==> config.mk <==
export PLATFORM = sky130hd
export DESIGN_NAME = ascii_frame_receiver_lrc_top
export DESIGN_NICKNAME = d
export VERILOG_FILES = /design/src/rtl/core/afrlrc_pkg.sv /design/src/rtl/core/ascii_frame_receiver_lrc_top.sv /design/src/rtl/core/afrlrc_in_reg.sv /design/src/rtl/core/afrlrc_frame.sv /design/src/rtl/core/afrlrc_out_reg.sv
export SDC_FILE = /design/constraint.sdc
export NUM_CORES = 1
export LEC_CHECK = 0
export BUFFER_PORTS_ARGS = -buffer_cell sky130_fd_sc_hd__clkbuf_2
export CAP_MARGIN = 20
export CELL_PAD_IN_SITES_DETAIL_PLACEMENT = 0
export CELL_PAD_IN_SITES_GLOBAL_PLACEMENT = 1
export CORE_ASPECT_RATIO = 1.2
export CORE_UTILIZATION = 49
export DETAILED_ROUTE_END_ITERATION = 7
export PLACE_DENSITY = 0.93
export SYNTH_ARGS = -nofsm -noshare
export SYNTH_HDL_FRONTEND = slang
export SYNTH_SLANG_ARGS = --single-unit
==> constraint.sdc <==
create_clock -name clk -period 7.2 [get_ports clk]
set_clock_uncertainty 0.2 [all_clocks]
set_input_delay 0.72 -clock clk [delete_from_list [all_inputs] [get_ports clk]]
set_output_delay 0.72 -clock clk [all_outputs]
set_load 0.005 [all_outputs]
==> src/rtl/core/afrlrc_pkg.sv <==
// shared types, constants and hex decode for the ascii frame receiver
`timescale 1ns / 1ps

package afrlrc_pkg;

  localparam int unsigned MAX_FRAME_CHARS = 1024;
  localparam int unsigned COUNT_W = 11;

  localparam logic [7:0] START_CHAR = 8'h3A;
  localparam logic [7:0] CR_CHAR    = 8'h0D;
  localparam logic [7:0] LF_CHAR    = 8'h0A;
  localparam logic [7:0] ALPHA_BASE = 8'h41;
  localparam logic [4:0] ALPHA_ADJ  = 5'h09;

  localparam logic [COUNT_W-1:0] COUNT_LIMIT = COUNT_W'(MAX_FRAME_CHARS);

  typedef enum logic {
    KIND_DATA   = 1'b0,
    KIND_STATUS = 1'b1
  } kind_t;

  typedef enum logic [1:0] {
    ST_GOOD      = 2'd0,
    ST_LRC_BAD   = 2'd1,
    ST_MALFORMED = 2'd2,
    ST_OVERFLOW  = 2'd3
  } status_t;

  typedef struct packed {
    logic       emit;
    kind_t      kind;
    logic [7:0] data_byte;
    status_t    frame_status;
  } result_t;

  function automatic logic [4:0] hex_val(input logic [7:0] c);
    logic [4:0] v;
    v = {1'b0, c[3:0]};
    if (c >= ALPHA_BASE) begin
      v = v + ALPHA_ADJ;
    end
    return v;
  endfunction

endpackage

==> src/rtl/core/ascii_frame_receiver_lrc_top.sv <==
// top level of the ascii frame receiver with lrc check
`timescale 1ns / 1ps

// Receives one character per cycle and emits decoded bytes and one status
// word at each frame end. A character passes an input register, then the
// frame logic, and any word that it yields is held in the result register;
// one character is accepted every cycle as long as the output side takes
// words. check_lrc is written through the config channel, which is always
// ready, and takes effect from the next character.

module ascii_frame_receiver_lrc_top
  import afrlrc_pkg::*;
(
  input  logic       clk,
  input  logic       rst,
  input  logic       in_valid,
  output logic       in_stall,
  input  logic [7:0] rx_char,
  input  logic       cfg_valid,
  output logic       cfg_ready,
  input  logic       check_lrc,
  output logic       out_valid,
  input  logic       out_stall,
  output logic       kind,
  output logic [7:0] data_byte,
  output logic [1:0] frame_status
);

  logic       lrc_enable;
  logic       char_held;
  logic [7:0] char_q;
  logic       out_free;
  logic       step;
  result_t    res;

  assign cfg_ready = 1'b1;
  assign step      = char_held && out_free;
  assign in_stall  = char_held && !out_free;

  always_ff @(posedge clk) begin
    if (rst) begin
      lrc_enable <= 1'b0;
    end else if (cfg_valid && cfg_ready) begin
      lrc_enable <= check_lrc;
    end
  end

  afrlrc_in_reg u_in_reg (
    .clk      (clk),
    .rst      (rst),
    .in_valid (in_valid),
    .in_stall (in_stall),
    .rx_char  (rx_char),
    .consume  (step),
    .held     (char_held),
    .char_q   (char_q)
  );

  afrlrc_frame u_frame (
    .clk        (clk),
    .rst        (rst),
    .step       (step),
    .c          (char_q),
    .lrc_enable (lrc_enable),
    .res        (res)
  );

  afrlrc_out_reg u_out_reg (
    .clk          (clk),
    .rst          (rst),
    .step         (step),
    .res          (res),
    .out_stall    (out_stall),
    .out_free     (out_free),
    .out_valid    (out_valid),
    .kind         (kind),
    .data_byte    (data_byte),
    .frame_status (frame_status)
  );

  a_stall_only_when_blocked: assert property (@(posedge clk) disable iff (rst)
    in_stall |-> (out_valid && out_stall))
    else $error("input stalled while output free");

  a_status_word_clean: assert property (@(posedge clk) disable iff (rst)
    (out_valid && kind == KIND_STATUS) |-> (data_byte == 8'h00))
    else $error("status word carries data");

  a_data_word_clean: assert property (@(posedge clk) disable iff (rst)
    (out_valid && kind == KIND_DATA) |-> (frame_status == ST_GOOD))
    else $error("data word carries status");

  a_result_follows_step: assert property (@(posedge clk) disable iff (rst)
    (!out_valid && !step) |=> !out_valid)
    else $error("word appeared without a character");

endmodule

==> src/rtl/core/afrlrc_in_reg.sv <==
// input register holding one received character
`timescale 1ns / 1ps

module afrlrc_in_reg
  import afrlrc_pkg::*;
(
  input  logic       clk,
  input  logic       rst,
  input  logic       in_valid,
  input  logic       in_stall,
  input  logic [7:0] rx_char,
  input  logic       consume,
  output logic       held,
  output logic [7:0] char_q
);

  logic take;

  assign take = in_valid && !in_stall;

  always_ff @(posedge clk) begin
    if (rst) begin
      held <= 1'b0;
    end else if (take) begin
      held <= 1'b1;
    end else if (consume) begin
      held <= 1'b0;
    end
  end

  always_ff @(posedge clk) begin
    if (take) begin
      char_q <= rx_char;
    end
  end

endmodule

==> src/rtl/core/afrlrc_frame.sv <==
// frame tracking, hex pairing, lrc sum and end of frame status
`timescale 1ns / 1ps

module afrlrc_frame
  import afrlrc_pkg::*;
(
  input  logic       clk,
  input  logic       rst,
  input  logic       step,
  input  logic [7:0] c,
  input  logic       lrc_enable,
  output result_t    res
);

  logic               in_frame, in_frame_next;
  logic [COUNT_W-1:0] char_count, char_count_next;
  logic [7:0]         held_char, held_char_next;
  logic               held_valid, held_valid_next;
  logic [4:0]         high_nibble, high_nibble_next;
  logic               nibble_pending, nibble_pending_next;
  logic [7:0]         byte_sum, byte_sum_next;
  logic               any_pair, any_pair_next;
  logic [4:0]         lo;
  logic [7:0]         pair_byte;

  assign lo        = hex_val(held_char);
  assign pair_byte = {high_nibble[3:0], 4'b0000} | {3'b000, lo};

  always_comb begin
    in_frame_next       = in_frame;
    char_count_next     = char_count;
    held_char_next      = held_char;
    held_valid_next     = held_valid;
    high_nibble_next    = high_nibble;
    nibble_pending_next = nibble_pending;
    byte_sum_next       = byte_sum;
    any_pair_next       = any_pair;
    res.emit            = 1'b0;
    res.kind            = KIND_DATA;
    res.data_byte       = 8'h00;
    res.frame_status    = ST_GOOD;

    if (!in_frame) begin
      if (c == START_CHAR) begin
        in_frame_next       = 1'b1;
        char_count_next     = COUNT_W'(1);
        held_char_next      = 8'h00;
        held_valid_next     = 1'b0;
        high_nibble_next    = 5'd0;
        nibble_pending_next = 1'b0;
        byte_sum_next       = 8'h00;
        any_pair_next       = 1'b0;
      end
    end else if (char_count >= COUNT_LIMIT ||
                 (held_valid && held_char == CR_CHAR && c == LF_CHAR)) begin
      res.emit = 1'b1;
      res.kind = KIND_STATUS;
      if (char_count >= COUNT_LIMIT) begin
        res.frame_status = ST_OVERFLOW;
      end else if (lrc_enable) begin
        if (nibble_pending || !any_pair) begin
          res.frame_status = ST_MALFORMED;
        end else if (byte_sum != 8'h00) begin
          res.frame_status = ST_LRC_BAD;
        end
      end
      in_frame_next       = 1'b0;
      char_count_next     = '0;
      held_char_next      = 8'h00;
      held_valid_next     = 1'b0;
      high_nibble_next    = 5'd0;
      nibble_pending_next = 1'b0;
      byte_sum_next       = 8'h00;
      any_pair_next       = 1'b0;
    end else begin
      char_count_next = char_count + COUNT_W'(1);
      held_char_next  = c;
      held_valid_next = 1'b1;
      if (held_valid) begin
        if (!nibble_pending) begin
          high_nibble_next    = lo;
          nibble_pending_next = 1'b1;
        end else begin
          nibble_pending_next = 1'b0;
          any_pair_next       = 1'b1;
          byte_sum_next       = byte_sum + pair_byte;
          res.emit            = 1'b1;
          res.data_byte       = pair_byte;
        end
      end
    end
  end

  always_ff @(posedge clk) begin
    if (rst) begin
      in_frame       <= 1'b0;
      char_count     <= '0;
      held_char      <= 8'h00;
      held_valid     <= 1'b0;
      high_nibble    <= 5'd0;
      nibble_pending <= 1'b0;
      byte_sum       <= 8'h00;
      any_pair       <= 1'b0;
    end else if (step) begin
      in_frame       <= in_frame_next;
      char_count     <= char_count_next;
      held_char      <= held_char_next;
      held_valid     <= held_valid_next;
      high_nibble    <= high_nibble_next;
      nibble_pending <= nibble_pending_next;
      byte_sum       <= byte_sum_next;
      any_pair       <= any_pair_next;
    end
  end

endmodule

==> src/rtl/core/afrlrc_out_reg.sv <==
// result register driving the output word channel
`timescale 1ns / 1ps

module afrlrc_out_reg
  import afrlrc_pkg::*;
(
  input  logic       clk,
  input  logic       rst,
  input  logic       step,
  input  result_t    res,
  input  logic       out_stall,
  output logic       out_free,
  output logic       out_valid,
  output logic       kind,
  output logic [7:0] data_byte,
  output logic [1:0] frame_status
);

  assign out_free = !out_valid || !out_stall;

  always_ff @(posedge clk) begin
    if (rst) begin
      out_valid <= 1'b0;
    end else if (out_free) begin
      out_valid <= step && res.emit;
    end
  end

  always_ff @(posedge clk) begin
    if (out_free && step && res.emit) begin
      kind         <= res.kind;
      data_byte    <= res.data_byte;
      frame_status <= res.frame_status;
    end
  end

endmodule

# Yosys cells after proc, flatten, opt, wreduce, memory -nomap -nowiden
# Cells that the tools add are included.
# totals
elab_cells,99
input_bits,14
ff_bits,57
output_inout_bits,14
# classes
n_mux,44
bitwise_logic,4
addsub,3
reduce_logical,25
n_lt_le_gt_ge,2
n_eq_ne,6
# op_table
op,count
8-bit 2-to-1 mux,10
11-bit 2-to-1 mux,3
1-bit 2-to-1 mux,20
4-bit 2-to-1 mux,5
"8-bit by 4-bit equality test with 1-bit output, second input constant",2
12-bit 2-to-1 mux,1
"11-bit by 1-bit adder with 11-bit output, second input constant",1
"11-bit greater-or-equal comparator, second input constant",1
"3-bit inequality test, second input constant",3
8-bit adder,1
"8-bit by 6-bit equality test with 1-bit output, second input constant",1
"8-bit by 7-bit greater-or-equal comparator with 1-bit output, second input constant",1
1-bit logical AND,8
2-bit 2-to-1 mux,4
8-bit by 5-bit bitwise OR with 8-bit output,1
4-bit AND reduction,2
8-bit nonzero test,1
"4-bit by 4-bit adder with 5-bit output, second input constant",1
1-bit zero test,5
5-bit 2-to-1 mux,1
2-bit AND reduction,2
2-bit nonzero test,2
4-bit OR reduction,1
1-bit logical OR,3
2 further kinds,4

# Logic depth before layout (Yosys ltp)
# Gate-level depths: netlist of the first run.
# depth
depth_word,8
depth_mapped,16
depth_no_buf,16

# Hierarchy
# Synthesis of the first run repeated with hierarchy kept, for this count alone.
# hier_totals
cells_unflattened,270
hier_area_um2,2727.6
# by_module_without_submodules
mod,cells_per_inst,n_inst,area_per_inst_um2,seq_area_each_um2
afrlrc_frame,235,1,2005.7,700.7
afrlrc_out_reg,16,1,374.1,350.3
afrlrc_in_reg,12,1,290.3,260.2
ascii_frame_receiver_lrc_top,7,1,57.6,20.0

# Least setup slack after synthesis of the first run
# OpenSTA, ideal clock, no wires.
# synth_timing
path_type,register to register
startpoint,register u_frame.held_char[1]
endpoint,register u_frame.byte_sum[7]
setup_slack_ps,3944
path_buffers,0
setup_time_ps,74
period_less_slack_ps,3256
required_ps,6926
t_arrival_ps,2982
path_stages_with_launch,15
cell_sequence,dfxtp_1 > inv_1 > ha_1 > nor4b_2 > a21boi_2 > nor2_4 > mux2i_1 > inv_1 > ha_1 > a21oi_2 > o211ai_2 > o41ai_1 > xnor2_1 > or4_1 > a31oi_1
# synth_between
elab_chain_cells,8
elab_cells_between_ends,16
cone_classes,add/sub: 2; order compare: 1; eq/ne: 3; mux: 5; bitwise: 1; reduce/logical: 4
# synth_rtl
element,line,rtl
start: declaration,afrlrc_frame.sv:17,"logic [7:0] held_char, held_char_next;"
start signal: assignment,afrlrc_frame.sv:107,held_char <= held_char_next;
8-bit by 7-bit greater-or-equal comparator with 1-bit output or 4-bit by 4-bit adder with 5-bit output (tied branches),"afrlrc_pkg.sv:39, afrlrc_pkg.sv:40",
5-bit 2-to-1 mux *,afrlrc_pkg.sv:39,if (c >= ALPHA_BASE) begin
via u_frame.lo[1],afrlrc_frame.sv:23,logic [4:0] lo;
8-bit by 5-bit bitwise OR with 8-bit output *,afrlrc_frame.sv:27,"assign pair_byte = {high_nibble[3:0], 4'b0000} | {3'b000, lo};"
8-bit adder *,afrlrc_frame.sv:86,byte_sum_next = byte_sum + pair_byte;
8-bit 2-to-1 mux *,afrlrc_frame.sv:80,if (!nibble_pending) begin
8-bit 2-to-1 mux *,afrlrc_frame.sv:79,if (held_valid) begin
8-bit 2-to-1 mux *,afrlrc_frame.sv:54,end else if (char_count >= COUNT_LIMIT ||
8-bit 2-to-1 mux *,afrlrc_frame.sv:43,if (!in_frame) begin
end signal: assignment,afrlrc_frame.sv:111,byte_sum <= byte_sum_next;
end: declaration,afrlrc_frame.sv:21,"logic [7:0] byte_sum, byte_sum_next;"
# Mark *: on every way through the listed nets, which the timed path passes. The rest lies on a longest branch. The select of a mux whose other input is x is not followed.
# A chain may end at the register's enable or synchronous reset.

# Worst setup path in the final report of the first run
# Ends and elaborated chain as after synthesis.

==> results of run 1 <==
registers in the layout (all words and copies together) (netlist names):
| name | count |
|---|---|
| u_out_reg.out_valid | 1 |
| u_frame.any_pair | 1 |
| u_frame.held_valid | 1 |
| u_frame.byte_sum | 8 |
| u_out_reg.frame_status | 2 |
| u_out_reg.kind | 1 |
| u_frame.char_count | 11 |
| u_frame.high_nibble | 4 |
| lrc_enable | 1 |
| u_frame.held_char | 8 |
| u_frame.in_frame | 1 |
| u_in_reg.held | 1 |
| u_in_reg.char_q | 8 |
| u_frame.nibble_pending | 1 |
| u_out_reg.data_byte | 8 |
Yosys cell counts (2+ instances only):
cell	count
o211ai_1	3
xnor2_1	4
a22oi_1	16
ha_1	12
mux2i_1	2
nand2b_1	2
or3_1	5
edfxtp_1	19
inv_1	18
o21ai_1	5
nand3b_1	5
o21ai_0	10
a31oi_1	2
nand2_1	22
and3_1	7
xor2_1	4
a311oi_1	2
nor4_1	2
nor2_1	35
nand3_1	6
nand4_1	2
a21oi_1	19
a21bo_2	2
clkbuf_1	6
o21bai_1	2
dfxtp_1	38
nor2b_1	7
cells in the final DEF (no fill, tap or decap), types with 3 or more instances in the layout:
master,count
o21ai_1,5
xor2_1,4
nor2b_1,7
or3_1,5
clkbuf_2,26
nor2_1,35
inv_1,18
edfxtp_1,19
and3_1,7
dfxtp_1,38
a21oi_1,19
o21ai_0,10
nand2_1,22
ha_1,12
clkbuf_8,11
nand3b_1,5
a22oi_1,16
nand3_1,6
o211ai_1,3
xnor2_1,4
through the flow:
step                      utilization [%]  hold WS (ns)
after global routing                 59.0         0.273
after floorplan                         -         0.228
after CTS                            59.0         0.252
after global placement               54.7         0.240
after detailed placement             54.7         0.243
final                                59.0         0.250
layout make-up:
cell class	count	area, sq um
clock buffers	11	151
clock inverters	5	77.6
fillers	481	2200
inverters	18	67.6
multi-input cells	204	1330
flip-flops and latches	57	1330
well taps	62	77.6
repair buffers	26	130
metal layers:
metal | wire length, um | vias to the layer above
met4 | 117 | 0
met2 | 2730 | 36
met5 | 0 | -
met3 | 169 | 12
li1 | - | 1090
met1 | 2580 | 1004
worst paths after layout:
check	start	end	slack, ns	cells after the start
worst max-delay path	u_frame.held_char[1]	u_frame.byte_sum[7]	3.63	14
worst min-delay path	u_frame.high_nibble[3]	u_frame.high_nibble[3]	0.25	2
worst max register to register	u_frame.held_char[1]	u_frame.byte_sum[7]	3.63	14
worst min register to register	u_frame.high_nibble[3]	u_frame.high_nibble[3]	0.25	2
cells by family (layout without fill, tap and decap cells):
kind of cell / after synthesis / in the layout / synth area share, %
DFF: 57 / 57 / 47.9
xor gates and xnor gates: 8 / 8 / 2.52
and+or+nand+nor: 106 / 106 / 20.3
buffers and inverters: 27 / 60 / 4.14
adders and majority gates: 13 / 13 / 6.13
muxes: 2 / 2 / 0.721
AOI/OAI and AO/OA: 74 / 74 / 18.1
other: 1 / 1 / 0.135
worst min-delay path: cells and delay by family, from the launching register on:
kind / cells / cell delay (ns)
compound gates: 1 / 0.05
flops: 1 / 0.31
simple gates: 1 / 0.05
where the power goes:
part | switching, mW | total [mW] | internal (mW)
logic | 0.00721 | 0.0118 | 0.00460
clock network | 0.127 | 0.339 | 0.212
registers | 0.00186 | 0.336 | 0.334
total | 0.136 | 0.687 | 0.551
==> results.cfg, run 1 <==
[timing]
period_share_pct = 49.5
max_freq_mhz = 280
min_period_ns = 3.57
hold_viol = 0
setup_violations = 0
rsz0062_at_grt = false
fin_ws_ns = 3.63
tightest_slew_ns = 1.10
relSlewSlack_pct = 26.4
maxSlewViolCount = 0
fin_tns_setup_ns = 0

[global_routing]
met1_usage_pct = 25.7
antenna_found_initial = 0
top_usage_layer = met2
grt_use_total_pct = 20.6
overflow = 0
grt_pass1_vias = 1972
use_met2_pct = 33.7
globalRouteMet3Util_pct = 4.68
grt_pass1_wl_um = 9470
grt_max_degree = 39

[synth]
synth_enable_flop_cells = 19
synth_area_leader_cell = dfxtp_1
synth_nets = 315
synth_seq_cells = 57
syn_inst = 288
netlist_area_sq_um = 2780
ys_warn_count = 0
avgSynthCellArea_sq_um = 9.64
synth_flop_cell = dfxtp_1
yosysSeqAreaShare_pct = 47.9
synth_cell_types = 58
ys_top_cells_by_area = dfxtp_1 27%, edfxtp_1 21%, ha_1 5.4%, nor2_1 4.7%, a22oi_1 4.3%
async_flop_share_pct = 0
synth_top_area_share_pct = 27.4

[clocking]
clockRootBuffer = clkbuf_8
post_cts_buffers = 0
h-tree-depth = 3
cts_buffer_depth = 2
clk_latency_ns = 0.34
path_clk_slew_ns = 0.07
cts_tree = built
clock-sinks = 57
hold_buffers = 0
cts_buffers = 9
post_cts_resized = 0

[critical_path]
worst-setup-path-type = reg -> reg
cp_num_buf_inv = 2
critical_path.top_delay_family = compound AO/OA/AOI/OAI gates
cp_cell_sequence = inv_1 > ha_1 > nor4b_2 > a21boi_2 > nor2_4 > mux2i_1 > inv_1 > ha_1 > a21oi_2 > o211ai_2 > o41ai_1 > xnor2_1 > or4_1 > a31oi_1
path_max_fanout = 5
cp_slowest_cell = dfxtp_1
required_ns = 7.25
cp-end-kind = flop
critPathLaunchType = flop
cp.arrival_ns = 3.62
critPathMaxStageDelay_ns = 0.40

[die]
dieHeight_um = 84.5
die-area_sq_um = 5970
num_rows = 29
die_w_um = 70.7
start_util_pct = 51.7
ios = 28
core_sq_um = 5370

[flow_run]
cap_viol_max_count = 0

[status]
violations = DRC
status = complete, but fails checks

[detailed_routing]
vias_per_cell = 5.59
drc_errors = 9
wl_um = 5600
drtIter0Drc = 109
ant_nets = 0
via_count = 2142
drt_pass1_iterations = 6
wl_per_cell_um = 14.6

[finish]
fin_cells = 383
antenna_cells = 0
fin_area_sq_um = 3170
area_delta_synth_final_pct = 14.0
drive_gt1_share_pct = 17.4
layout.nets = 343

[placed_design]
gp_congestion = 0.870
hpwl_um = 4010
placed_cells = 367
place_area_sq_um = 2940
portBuffers = 26
place_ws_ns = 3.62

[min_path]
hold_class = reg -> reg

[pwr]
p_leak_nw = 1.27
power_mw = 0.687
vdd_drop_max_uv = 146
p_per_area_nw_per_um2 = 217
Note: power is estimated with default switching activity, not from simulation.
==> inputs of run 2 (changes only) <==
--- a/config.mk
+++ b/config.mk
@@ -5,14 +5,15 @@
 export SDC_FILE = /design/constraint.sdc
 export NUM_CORES = 1
 export LEC_CHECK = 0
+export ABC_AREA = 1
 export BUFFER_PORTS_ARGS = -buffer_cell sky130_fd_sc_hd__clkbuf_2
 export CAP_MARGIN = 20
 export CELL_PAD_IN_SITES_DETAIL_PLACEMENT = 0
 export CELL_PAD_IN_SITES_GLOBAL_PLACEMENT = 1
 export CORE_ASPECT_RATIO = 1.2
-export CORE_UTILIZATION = 49
+export CORE_UTILIZATION = 44
 export DETAILED_ROUTE_END_ITERATION = 7
-export PLACE_DENSITY = 0.93
+export PLACE_DENSITY = 0.89
 export SYNTH_ARGS = -nofsm -noshare
 export SYNTH_HDL_FRONTEND = slang
 export SYNTH_SLANG_ARGS = --single-unit
==> constraint.sdc (replaced) <==
create_clock -name clk -period 3.4 [get_ports clk]
set_clock_uncertainty 0.2 [all_clocks]
set_input_delay 0.34 -clock clk [delete_from_list [all_inputs] [get_ports clk]]
set_output_delay 0.34 -clock clk [all_outputs]
set_load 0.005 [all_outputs]
==> results.cfg, run 2 <==
[detailed_routing]
drtIter0Drc = 118
drt_pass1_iterations = 4
via_count = 2415
wl_um = 6150
wl_per_cell_um = 12.1
vias_per_cell = 4.75
ant_nets = 0
drc_errors = 0

[synth]
synth-xor-area-share_pct = 2.39
ys_warn_count = 0
synth_nets = 403
synth.most_common_cell = nand2_1
netlist_area_sq_um = 2930
synth_enable_flop_cells = 19
yosys.area_share.simple_pct = 28.4
synth_top_area_share_pct = 25.9
avgSynthCellArea_sq_um = 7.80
ys_top_cells_by_area = dfxtp_1 26%, edfxtp_1 19%, nand2_1 13%, a21oi_1 6.3%, inv_1 6.0%
synth_seq_cells = 57
async_flop_share_pct = 0
synth.top_cells.by_count = 104 x nand2_1, 47 x inv_1, 38 x dfxtp_1
synth_cell_types = 35
syn_inst = 376
synth_top_family_by_area = simple AND/OR/NAND/NOR gates
synth_fa_ha_area_share_pct = 5.80
synth_area_leader_cell = dfxtp_1
synth-compound-area-share_pct = 10.1
synthMuxAreaShare_pct = 0
yosysSeqAreaShare_pct = 45.4
synth_flop_cell = dfxtp_1

[finish]
largest_register_ffs = 11
most-common-layout-cells = 104 x nand2_1, 47 x inv_1, 38 x dfxtp_1
drive_gt1_share_pct = 14.7
layout_commonest_cell = nand2_1
multi_input_area_sq_um = 1370
n_fill_cell = 614
largest_register = u_frame.char_count
layout.nets = 445
seqCellArea_sq_um = 1330
area_delta_synth_final_pct = 17.7
antenna_cells = 0

[timing]
period_share_pct = 77.7
relSlewSlack_pct = 60.3
maxSlewViolCount = 0
max_freq_mhz = 379
rsz0062_at_grt = false
min_period_ns = 2.64
whs_ns = 0.0608
fin_tns_setup_ns = 0
tightest_slew_ns = 0.594
hold_viol = 0
setup_violations = 0

[status]
status = completed

[pwr]
p_leak_nw = 1.44
p_per_area_nw_per_um2 = 419
vdd_drop_max_uv = 295

[critical_path]
r2r_slack_ns = 0.76
worst-setup-path-type = reg -> reg
r2r-start = u_frame.held_char[0]
cp.arrival_ns = 2.68
crit_start = u_frame.held_char[0]
cp-end-kind = flop
path_max_fanout = 6
required_ns = 3.44
critPathLaunchType = flop

[placed_design]
gp_congestion = 0.909
portBuffers = 26
hpwl_um = 4420

[die]
num_rows = 32
dieHeight_um = 91.5
die-area_sq_um = 7000
start_util_pct = 45.5
ios = 28
core_sq_um = 6450
die_w_um = 76.5

[global_routing]
overflow = 0
grt_pass1_wl_um = 10900
grt_max_degree = 23
antenna_found_initial = 0
grt_pass1_vias = 2498
grt_use_total_pct = 20.1

[clocking]
path_clk_slew_ns = 0.07
post_cts_resized = 0
cts_buffer_depth = 2
clock-sinks = 57
h-tree-depth = 3
post_cts_buffers = 0
hold_buffers = 10
clk_latency_ns = 0.34
cts_tree = built
clockRootBuffer = clkbuf_8
cts_buffers = 9

[min_path]
hold_class = in -> reg
min_from = in_valid

[flow_run]
cap_viol_max_count = 0
==> run 2: cell count changes in the layout (fill, tap and decap cells not counted), moves of 8 or more <==
cell and change:
nor2_1 -8, a22oi_1 -16, dlygate4sd3_1 +10, inv_1 +29, nand2_1 +82, nand3_1 +23
a21oi_1 +18
==> run 2: critical path: stages, from the launching register on <==
cell and delay (ns):
dfxtp_1 0.42, inv_1 0.09, ha_1 0.20, nand3_1 0.11, nand2_1 0.10, nand3_4 0.11
nand2_1 0.05, nand2_1 0.08, inv_1 0.06, ha_1 0.37, nand3_1 0.10, nand2_1 0.10
nand2_1 0.06, nor2_1 0.17, nand2_1 0.10, nand2_1 0.07, nand2_1 0.05, nand3_1 0.06
nand2_1 0.05
==> run 2: power by group <==
| part | leakage (nW) | total [mW] | switching (mW) | internal, mW |
|---|---|---|---|---|
| sequential | 0.460 | 0.717 | 0.00601 | 0.711 |
| combinational | 0.875 | 0.0398 | 0.0213 | 0.0185 |
| clock | 0.0999 | 0.689 | 0.280 | 0.409 |
| total | 1.44 | 1.45 | 0.308 | 1.14 |
==> run 2: final timing paths <==
path	endpoint	cells past startpoint
setup / recovery	u_frame.byte_sum[7]	18
hold / removal	u_in_reg.held	3
setup reg to reg	u_frame.byte_sum[7]	18
hold reg to reg	u_frame.char_count[9]	2
==> run 2: logic make-up (layout without fill, tap and decap cells) <==
family                     count (synthesis)  count (layout)
and+or+nand+nor                          184             184
AOI/OAI and AO/OA                         56              56
DFF                                       57              57
adders and majority gates                 13              13
xor gates and xnor gates                   8               8
other                                      1               1
buffers and inverters                     57             104
==> run 2: cell type report <==
cell class	count	share of cell area, %
clock buffer	10	3.70
clock inverter	6	2.43
inverter	51	5.55
multi-input combinational	262	39.8
sequential	57	38.6
tap	85	3.08
timing repair buffer	37	6.89
==> run 2: metal layers <==
layer  up-vias  wire length (um)  share of wire, %  GRT usage (%)
met5         -                 0                 0              0
li1       1295                 -                 -              -
met2        35              2980                48           34.9
met1      1069              2780                45           22.1
met3        16               154               2.5           5.43
met4         0               234               3.8           10.9
==> run 2: metrics by stage <==
step	cells	cell area (sq um)	power [mW]	setup slack, ns	utilization [%]
2_1_floorplan	376	2930	0.749	1.03	-
3_3_place_gp	482	3140	0.761	0.824	48.7
3_5_place_dp	482	3140	0.763	0.762	48.7
4_1_cts	508	3450	1.46	0.753	53.6
5_1_grt	508	3450	1.50	0.394	53.6
6_report	508	3450	1.45	0.759	53.6
==> inputs of run 3 (changes only) <==
--- a/config.mk
+++ b/config.mk
@@ -11,9 +11,9 @@
 export CELL_PAD_IN_SITES_DETAIL_PLACEMENT = 0
 export CELL_PAD_IN_SITES_GLOBAL_PLACEMENT = 1
 export CORE_ASPECT_RATIO = 1.2
-export CORE_UTILIZATION = 44
+export CORE_UTILIZATION = 39
 export DETAILED_ROUTE_END_ITERATION = 7
-export PLACE_DENSITY = 0.89
+export PLACE_DENSITY = 0.84
 export SYNTH_ARGS = -nofsm -noshare
 export SYNTH_HDL_FRONTEND = slang
 export SYNTH_SLANG_ARGS = --single-unit
==> constraint.sdc (replaced) <==
create_clock -name clk -period 2.11 [get_ports clk]
set_clock_uncertainty 0.2 [all_clocks]
set_input_delay 0.211 -clock clk [delete_from_list [all_inputs] [get_ports clk]]
set_output_delay 0.211 -clock clk [all_outputs]
set_load 0.005 [all_outputs]
==> results.cfg, run 3 (synthesis results as in run 2) <==
[detailed_routing]
via_count = 2652
drt_pass1_iterations = 4
wl_met2_um = 3490
route.met3.wl_um = 195
wl_per_cell_um = 12.5
wl_met1_um = 3080
ant_nets = 0
drc_errors = 0
wl_um = 6900
drtIter0Drc = 146
routed.top_layer = met4
vias_per_cell = 4.80

[timing]
maxSlewViolCount = 0
rsz0062_at_grt = true
max_freq_mhz = 431
fin_ws_ns = -0.212
hold_viol = 0
min_period_ns = 2.32
period_share_pct = 110
whs_ns = 0.144
setup_violations = 7

[pwr]
power_frac_seq_pct = 53.1
switching_share_pct = 22.1
pwr-share-clk_pct = 43.7
p_sw_mw = 0.480
internal_power_mw = 1.70
p_leak_nw = 1.65
p_comb_share_pct = 3.2
p_per_area_nw_per_um2 = 548
vdd_drop_max_uv = 441

[clocking]
clock-sinks = 57
cts_tree = built
cts_buffers = 9
cts_buffer_depth = 2
clk_latency_ns = 0.34
path_clk_slew_ns = 0.07
h-tree-depth = 3
clockRootBuffer = clkbuf_8

[status]
status = complete, but fails checks
violations = setup timing

[critical_path]
crit_start = u_frame.held_char[1]
crit_top_cell = nand2_1
critical_path.top_delay_family = simple AND/OR/NAND/NOR gates
critPathLaunchType = flop
worst-setup-path-type = reg -> reg
cp_num_buf_inv = 3
required_ns = 2.15
cp.arrival_ns = 2.36
r2r-start = u_frame.held_char[1]
cp-end-kind = flop
path_max_fanout = 5
cp_slowest_cell = dfxtp_2
cp_cell_sequence = inv_2 > ha_4 > inv_2 > nor2_2 > nand2_2 > nand3_4 > nand2_1 > nand2_1 > ha_4 > nand2_1 > inv_1 > nand4_1 > nand3_2 > or2_4 > nand3_2 > nand2_1
critPathMaxStageDelay_ns = 0.33

[die]
die_w_um = 81.2
die-area_sq_um = 7880
dieHeight_um = 97.0
start_util_pct = 40.3
core_sq_um = 7270
num_rows = 34
ios = 28

[global_routing]
grt_pass1_vias = 2660
antenna_found_initial = 0
grt_use_total_pct = 19.3
overflow = 0
grt_max_degree = 23
grt_pass1_wl_um = 11500

[placed_design]
placed_cells = 515
gp_congestion = 0.840
hpwl_um = 4770
portBuffers = 26

[min_path]
hold_class = in -> reg
min_from = rst

[finish]
drive_gt1_share_pct = 30.3
fin_cells = 552
largest_register = u_frame.char_count
layout_commonest_cell = nand2_1
layout.nets = 484
most-common-layout-cells = 93 x nand2_1, 39 x inv_1, 36 x a21oi_1, 36 x dfxtp_1, 33 x buf_4
largest_register_ffs = 11
antenna_cells = 0
area_delta_synth_final_pct = 35.1

[flow_run]
cap_viol_max_count = 0
[run 3: cell count changes in the layout (fill, tap and decap cells not counted), moves of 5 or more]
cell | before | now
nand3_2 | 1 | 6
nand3_1 | 29 | 24
nand2_1 | 104 | 93
ha_1 | 12 | 6
nand2_2 | 6 | 16
ha_4 | 0 | 6
buf_4 | 1 | 33
inv_2 | 4 | 11
inv_1 | 47 | 39
[run 3: power groups by stage]
stage               Sequential, mW  Combinational [mW]  Clock [mW]
detailed placement            1.18              0.0517           0
global placement              1.18              0.0504           0
finish                        1.15              0.0697       0.950
CTS                           1.15              0.0694       0.968
global route                  1.16              0.0781        1.02
floorplan                     1.18              0.0297           0
[run 3: timing repair]
item / CTS / global route
hold endpoints to repair: 11 / 0
hold buffers: 12 / 0
setup buffers: 3 / 5
gates resized for setup: 12 / 14
pin swaps: 22 / 8
gates cloned: 0 / 1
setup endpoints to repair: 7 / 24
[run 3: metal layers]
layer  up-vias  global-route usage (%)
li1       1372                       -
met1      1221                    22.5
met2        46                    33.0
met3        13                    3.87
met4         0                    8.93
met5         -                       0
[run 3: path summary, 6_finish.rpt]
kind                            slack (ns)  cells past startpoint                     to
worst max-delay path                 -0.21                     16    u_frame.byte_sum[6]
worst min-delay path                  0.14                      3   u_frame.held_char[0]
worst max register to register       -0.21                     16    u_frame.byte_sum[6]
worst min register to register        0.27                      2  u_frame.char_count[3]
[run 3: cell type report]
type | count | area, sq um
multi-input combinational | 262 | 1550
clock inverter | 3 | 15.0
clock buffer | 13 | 169
tap | 90 | 113
timing repair buffer | 76 | 586
sequential | 57 | 1340
fill | 673 | 3310
inverter | 51 | 194
[run 3: worst reg2reg max path, delay by kind of cell (launching register included)]
kind          cells  cell delay (ns)
buf+inv           3             0.16
flops             1             0.33
simple gates     11             1.16
fa+ha+maj         2             0.36
[run 3: metrics by stage]
stage | setup slack [ns] | util, % | TNS, ns | power (mW) | cell area [sq um]
after floorplan | -0.150 | - | -0.407 | 1.21 | 3040
after global placement | -0.207 | 47.8 | -0.953 | 1.23 | 3480
after detailed placement | -0.275 | 47.8 | -1.35 | 1.23 | 3480
after CTS | -0.227 | 53.0 | -1.09 | 2.19 | 3850
after global routing | -0.377 | 54.5 | -1.99 | 2.25 | 3970
final | -0.212 | 54.5 | -0.992 | 2.17 | 3970
